$ cat src/rtl/core/ieh_pkg.sv
`timescale 1ns / 1ps
`default_nettype none

package ieh_pkg;

    // History ring geometry
    localparam int HISTORY_DEPTH = 64;
    localparam int PTR_W         = $clog2(HISTORY_DEPTH);
    localparam int CNT_W         = $clog2(HISTORY_DEPTH + 1);
    localparam int HIST_CNT_W    = 7;

    // Shared divider geometry
    localparam int DIV_DVD_W = 64;
    localparam int DIV_DSR_W = 32;
    localparam int DIV_CNT_W = $clog2(DIV_DVD_W + 1);

    // Stream payload widths
    localparam int S_TDATA_W = 256;
    localparam int S_TUSER_W = 2;
    localparam int M_TDATA_W = 232;
    localparam int M_TUSER_W = 4;

    // Microseconds per millisecond
    localparam logic [9:0] US_PER_MS = 10'd1000;

    // 2^36 / 1000 rounded up; exact quotient for numerators below 2^26
    localparam logic [26:0] MS_RECIP = 27'd68719477;

    typedef enum logic [1:0] {
        OP_PUSH   = 2'd0,
        OP_INTERP = 2'd1,
        OP_CLEAR  = 2'd2,
        OP_STOP   = 2'd3
    } op_t;

    typedef enum logic [1:0] {
        ERR_OK      = 2'd0,
        ERR_EMPTY   = 2'd1,
        ERR_TOO_OLD = 2'd2,
        ERR_STOPPED = 2'd3
    } err_t;

    // One history entry as stored in memory
    typedef struct packed {
        logic [31:0]        tstamp;
        logic signed [31:0] sum_a;
        logic signed [31:0] sum_b;
        logic signed [31:0] abs_x;
        logic signed [31:0] abs_y;
        logic [31:0]        modifier;
    } entry_t;

    // Clamp a 34-bit signed value to signed 32 bits
    function automatic logic signed [31:0] sat32(input logic signed [33:0] v);
        logic signed [33:0] hi;
        logic signed [33:0] lo;
        hi = 34'sh0_7FFF_FFFF;
        lo = -34'sh0_8000_0000;
        if (v > hi) begin
            return 32'sh7FFF_FFFF;
        end else if (v < lo) begin
            return 32'sh8000_0000;
        end else begin
            return v[31:0];
        end
    endfunction

endpackage

`default_nettype wire

$ cat src/rtl/core/ieh_div.sv
`timescale 1ns / 1ps
`default_nettype none

// Restoring divider, one quotient bit per cycle.
module ieh_div
    import ieh_pkg::*;
(
    input  wire logic                 aclk,
    input  wire logic                 aresetn,
    input  wire logic                 start,
    input  wire logic [DIV_DVD_W-1:0] dividend,
    input  wire logic [DIV_DSR_W-1:0] divisor,
    output logic                      done,
    output logic [DIV_DVD_W-1:0]      quotient
);

    logic [DIV_DVD_W-1:0] dvd_reg;
    logic [DIV_DSR_W-1:0] dsr_reg;
    logic [DIV_DSR_W-1:0] rem_reg;
    logic [DIV_CNT_W-1:0] cnt_reg;
    logic                 busy_reg;
    logic                 done_reg;
    logic [DIV_DSR_W:0]   rem_sh;
    logic                 fits;

    // shift in next dividend bit and trial-subtract
    assign rem_sh = {rem_reg, dvd_reg[DIV_DVD_W-1]};
    assign fits   = rem_sh >= {1'b0, dsr_reg};

    always_ff @(posedge aclk) begin
        if (!aresetn) begin
            busy_reg <= 1'b0;
            done_reg <= 1'b0;
            cnt_reg  <= '0;
        end else begin
            done_reg <= 1'b0;
            if (start) begin
                dvd_reg  <= dividend;
                dsr_reg  <= divisor;
                rem_reg  <= '0;
                cnt_reg  <= DIV_CNT_W'(DIV_DVD_W);
                busy_reg <= 1'b1;
            end else if (busy_reg) begin
                rem_reg <= fits ? DIV_DSR_W'(rem_sh - {1'b0, dsr_reg})
                                : rem_sh[DIV_DSR_W-1:0];
                dvd_reg <= {dvd_reg[DIV_DVD_W-2:0], fits};
                cnt_reg <= cnt_reg - 1'b1;
                if (cnt_reg == DIV_CNT_W'(1)) begin
                    busy_reg <= 1'b0;
                    done_reg <= 1'b1;
                end
            end
        end
    end

    assign done     = done_reg;
    assign quotient = dvd_reg;

endmodule

`default_nettype wire
$ cat config.mk
export PLATFORM = sky130hd
export DESIGN_NAME = ieh_div
export DESIGN_NICKNAME = d
export VERILOG_FILES = /design/src/rtl/core/ieh_pkg.sv /design/src/rtl/core/ieh_div.sv
export SDC_FILE = /design/constraint.sdc
export NUM_CORES = 1
export LEC_CHECK = 0
export BUFFER_PORTS_ARGS = -buffer_cell sky130_fd_sc_hd__buf_2
export CAP_MARGIN = 20
export CORE_AREA = 2 2 133 135
export CTS_BUF_LIST = sky130_fd_sc_hd__clkbuf_4
export DETAILED_ROUTE_END_ITERATION = 10
export DIE_AREA = 0 0 135 137
export PLACE_DENSITY_LB_ADDON = 0.3
export SYNTH_ARGS = -nofsm -noshare
export SYNTH_HDL_FRONTEND = slang
export SYNTH_SLANG_ARGS = --single-unit
$ cat constraint.sdc
create_clock -name aclk -period 3.4 [get_ports aclk]
set_input_delay 0.68 -clock aclk [delete_from_list [all_inputs] [get_ports aclk]]
set_output_delay 0.68 -clock aclk [all_outputs]
set_load 0.005 [all_outputs]
==> impl_metrics.json <==
{
  "max_freq_mhz": 315.3,
  "async_reset_ff_share_pct": 0,
  "finalSetupViolCount": 0,
  "fin_worst_skew_ps": 31.90,
  "p_per_area_nw_per_um2": 471.5,
  "clock_latency_ps": 560,
  "nets": 946,
  "final_util_pct": 52.43,
  "synth-edff-count": 128,
  "slowest_delay_ps": 440,
  "die_area_um2": 18500,
  "tritoncts": "yes",
  "synth_area_leaders": "edfxtp_1 (51%), mux2_2 (9.7%), ha_1 (5.7%)",
  "drv_slew": 0,
  "initial_utilization_pct": 44.14,
  "cts_num_sinks": 137,
  "clk_path_buf_depth": 2,
  "h-tree-depth": 4,
  "first_global_vias": 5617,
  "die_h_um": 137,
  "grt_max_degree": 50,
  "avgSynthCellArea_um2": 11.80,
  "critical_path_class": "register to register",
  "antenna_found_initial": 2,
  "peakVddDrop_mv": 0.4239,
  "ys_seq_area_share_pct": 53.45,
  "wirelength_um": 17210,
  "syn_to_final_growth_pct": 18.78,
  "critical_path_buf_inv_count": 1,
  "hold_violations": 0,
  "core_area_um2": 17060,
  "tightest_slew_ps": 616.7,
  "grt_overflow": 0,
  "yosysTopAreaCellShare_pct": 51.06,
  "synth_top_cell_by_area": "edfxtp_1",
  "drive_gt1_share_pct": 35.80,
  "via_per_inst": 5.292,
  "synthFlopType": "edfxtp_1",
  "vias": 5562,
  "slew_headroom_pct": 58.88,
  "firstDrtPassIters": 7,
  "cpLargestDelayFamily": "compound AO/OA/AOI/OAI gates",
  "ys_types": 63,
  "dpl_worst_slack_ps": 289.5,
  "leakagePower_nw": 3.718,
  "cts_hold_buffers": 0,
  "min_path_type": "primary input to register",
  "grt_usage_pct": 19.36,
  "ant_nets": 0,
  "crit_path_start_kind": "register",
  "routedWlPerCell_um": 16.38,
  "synth-seq-cells": 137,
  "ys_warn_count": 0,
  "netlist_instances": 638,
  "cp_max_fo": 11,
  "largest_reg_flops": 64,
  "worst_ep_required_time_ps": 3780,
  "gp_congestion": 0.9083,
  "crit_chain": "ha_1 -> nand2_2 -> or3_4 -> a2111oi_4 -> or4_4 -> a211oi_4 -> buf_4 -> o21a_4 -> a311o_1 -> o41ai_2",
  "io_buffers": 163,
  "period_needed_ps": 3172,
  "rsz0062_at_grt": "no",
  "synth_nets": 772,
  "cts_buffers": 17,
  "cap_violations": 0,
  "crit_path_end_kind": "register",
  "cts_root_buffer": "clkbuf_4",
  "total_power_mw": 4.216,
  "drt_iter0_markers": 386,
  "netlist_area_um2": 7528,
  "postCtsSetupBuffers": 0,
  "pin_count": 164,
  "tns_ps": 0,
  "period_share_pct": 93.29,
  "die_w_um": 135,
  "cpMaxStageDelayCell": "ha_1",
  "status": "complete, no violations",
  "drc": 0,
  "rows": 48,
  "critPathArrivalTime_ps": 3550,
  "clk_pin_slew_ps": 130,
  "hpwl_um": 12560,
  "grt_first_pass_wirelength_um": 27660,
  "cts_resized": 0,
  "layout_setup_ws_ps": 228.0
}
per-layer routing:
layer,GRT usage [%],share of wire [%]
met2,31.98,47
met1,23.78,44
met5,0,0.076
met3,7.704,8.5
met4,5.035,1.0
metrics by stage:
step / instance area [um^2] / hold slack, ps / instances
floorplan: 7530 / 468.5 / 638
global placement: 8676 / 483.5 / 1018
detailed placement: 8676 / 500.0 / 1018
CTS: 8937 / 244.1 / 1049
global route: 8940 / 215.4 / 1050
finish: 8942 / 292.0 / 1051
layout by cell type (no fill, tap or decap), types with 15 or more instances in the layout:
| cell | n |
|---|---|
| a21o_1 | 17 |
| buf_2 | 162 |
| nand2_1 | 69 |
| o21ai_0 | 20 |
| inv_1 | 42 |
| a21oi_1 | 55 |
| mux2_2 | 65 |
| ha_1 | 34 |
| edfxtp_1 | 128 |
| clkbuf_4 | 17 |
| xnor2_1 | 15 |
| nor2_1 | 33 |
report_power, final:
group	switching [mW]	internal (mW)	total [mW]
Combinational	0.595	0.494	1.09
Clock	0.674	0.375	1.05
Sequential	0.0665	2.01	2.08
Total	1.34	2.88	4.22
cell type report:
type	instances	area (um^2)
inverter	43	161.4
clock inverter	14	133.9
tap	225	281.5
timing repair buffer	179	975.9
multi-input combinational	434	3233
fill	1596	8114
clock buffer	17	127.6
antenna	2	5.005
sequential	137	4024
logic make-up (layout without fill, tap and decap cells):
group | count (synthesis) | count (layout) | share of synthesized area [%]
AO/OA/AOI/OAI | 147 | 147 | 14.06
XOR/XNOR | 27 | 27 | 3.141
adder cells (fa/ha/maj) | 35 | 35 | 5.917
buffers and inverters | 67 | 253 | 3.706
flip-flops | 137 | 137 | 53.45
multiplexers | 65 | 65 | 9.722
other | 0 | 2 | 0
AND/OR/NAND/NOR | 160 | 160 | 10.01
final timing paths:
check	start	end	slack (ps)	depth (start not counted)
setup / recovery	rem_reg[10]	rem_reg[28]	230	10
hold / removal	divisor[6]	dsr_reg[6]	290	1
setup reg to reg	rem_reg[10]	rem_reg[28]	230	10
hold reg to reg	cnt_reg[1]	cnt_reg[1]	510	2
synth_stat cells (all sizes together), types with 2 or more instances:
cell and instances:
ha 34, nor3b 3, o211a 2, a31o 2, buf 8, o21bai 4, a211oi 8, nor2 33
edfxtp 128, nand2 70, a211o 2, o2111a 2, a2111oi 2, a21boi 3, inv 42, or3 6
nor2b 3, xor2 12, o22ai 4, a21o 17, nand3 12, o21a 4, o211ai 6, o2111ai 2
and2 2, a31oi 2, nand4 8, or2 3, and3 2, o41ai 3, nor3 4, nand2b 6
a21oi 56, nor4b 2, xnor2 15, clkbuf 16, dfxtp 9, nand3b 2, mux2 65, o21ai 21
Power figures use the tool's default switching activity.
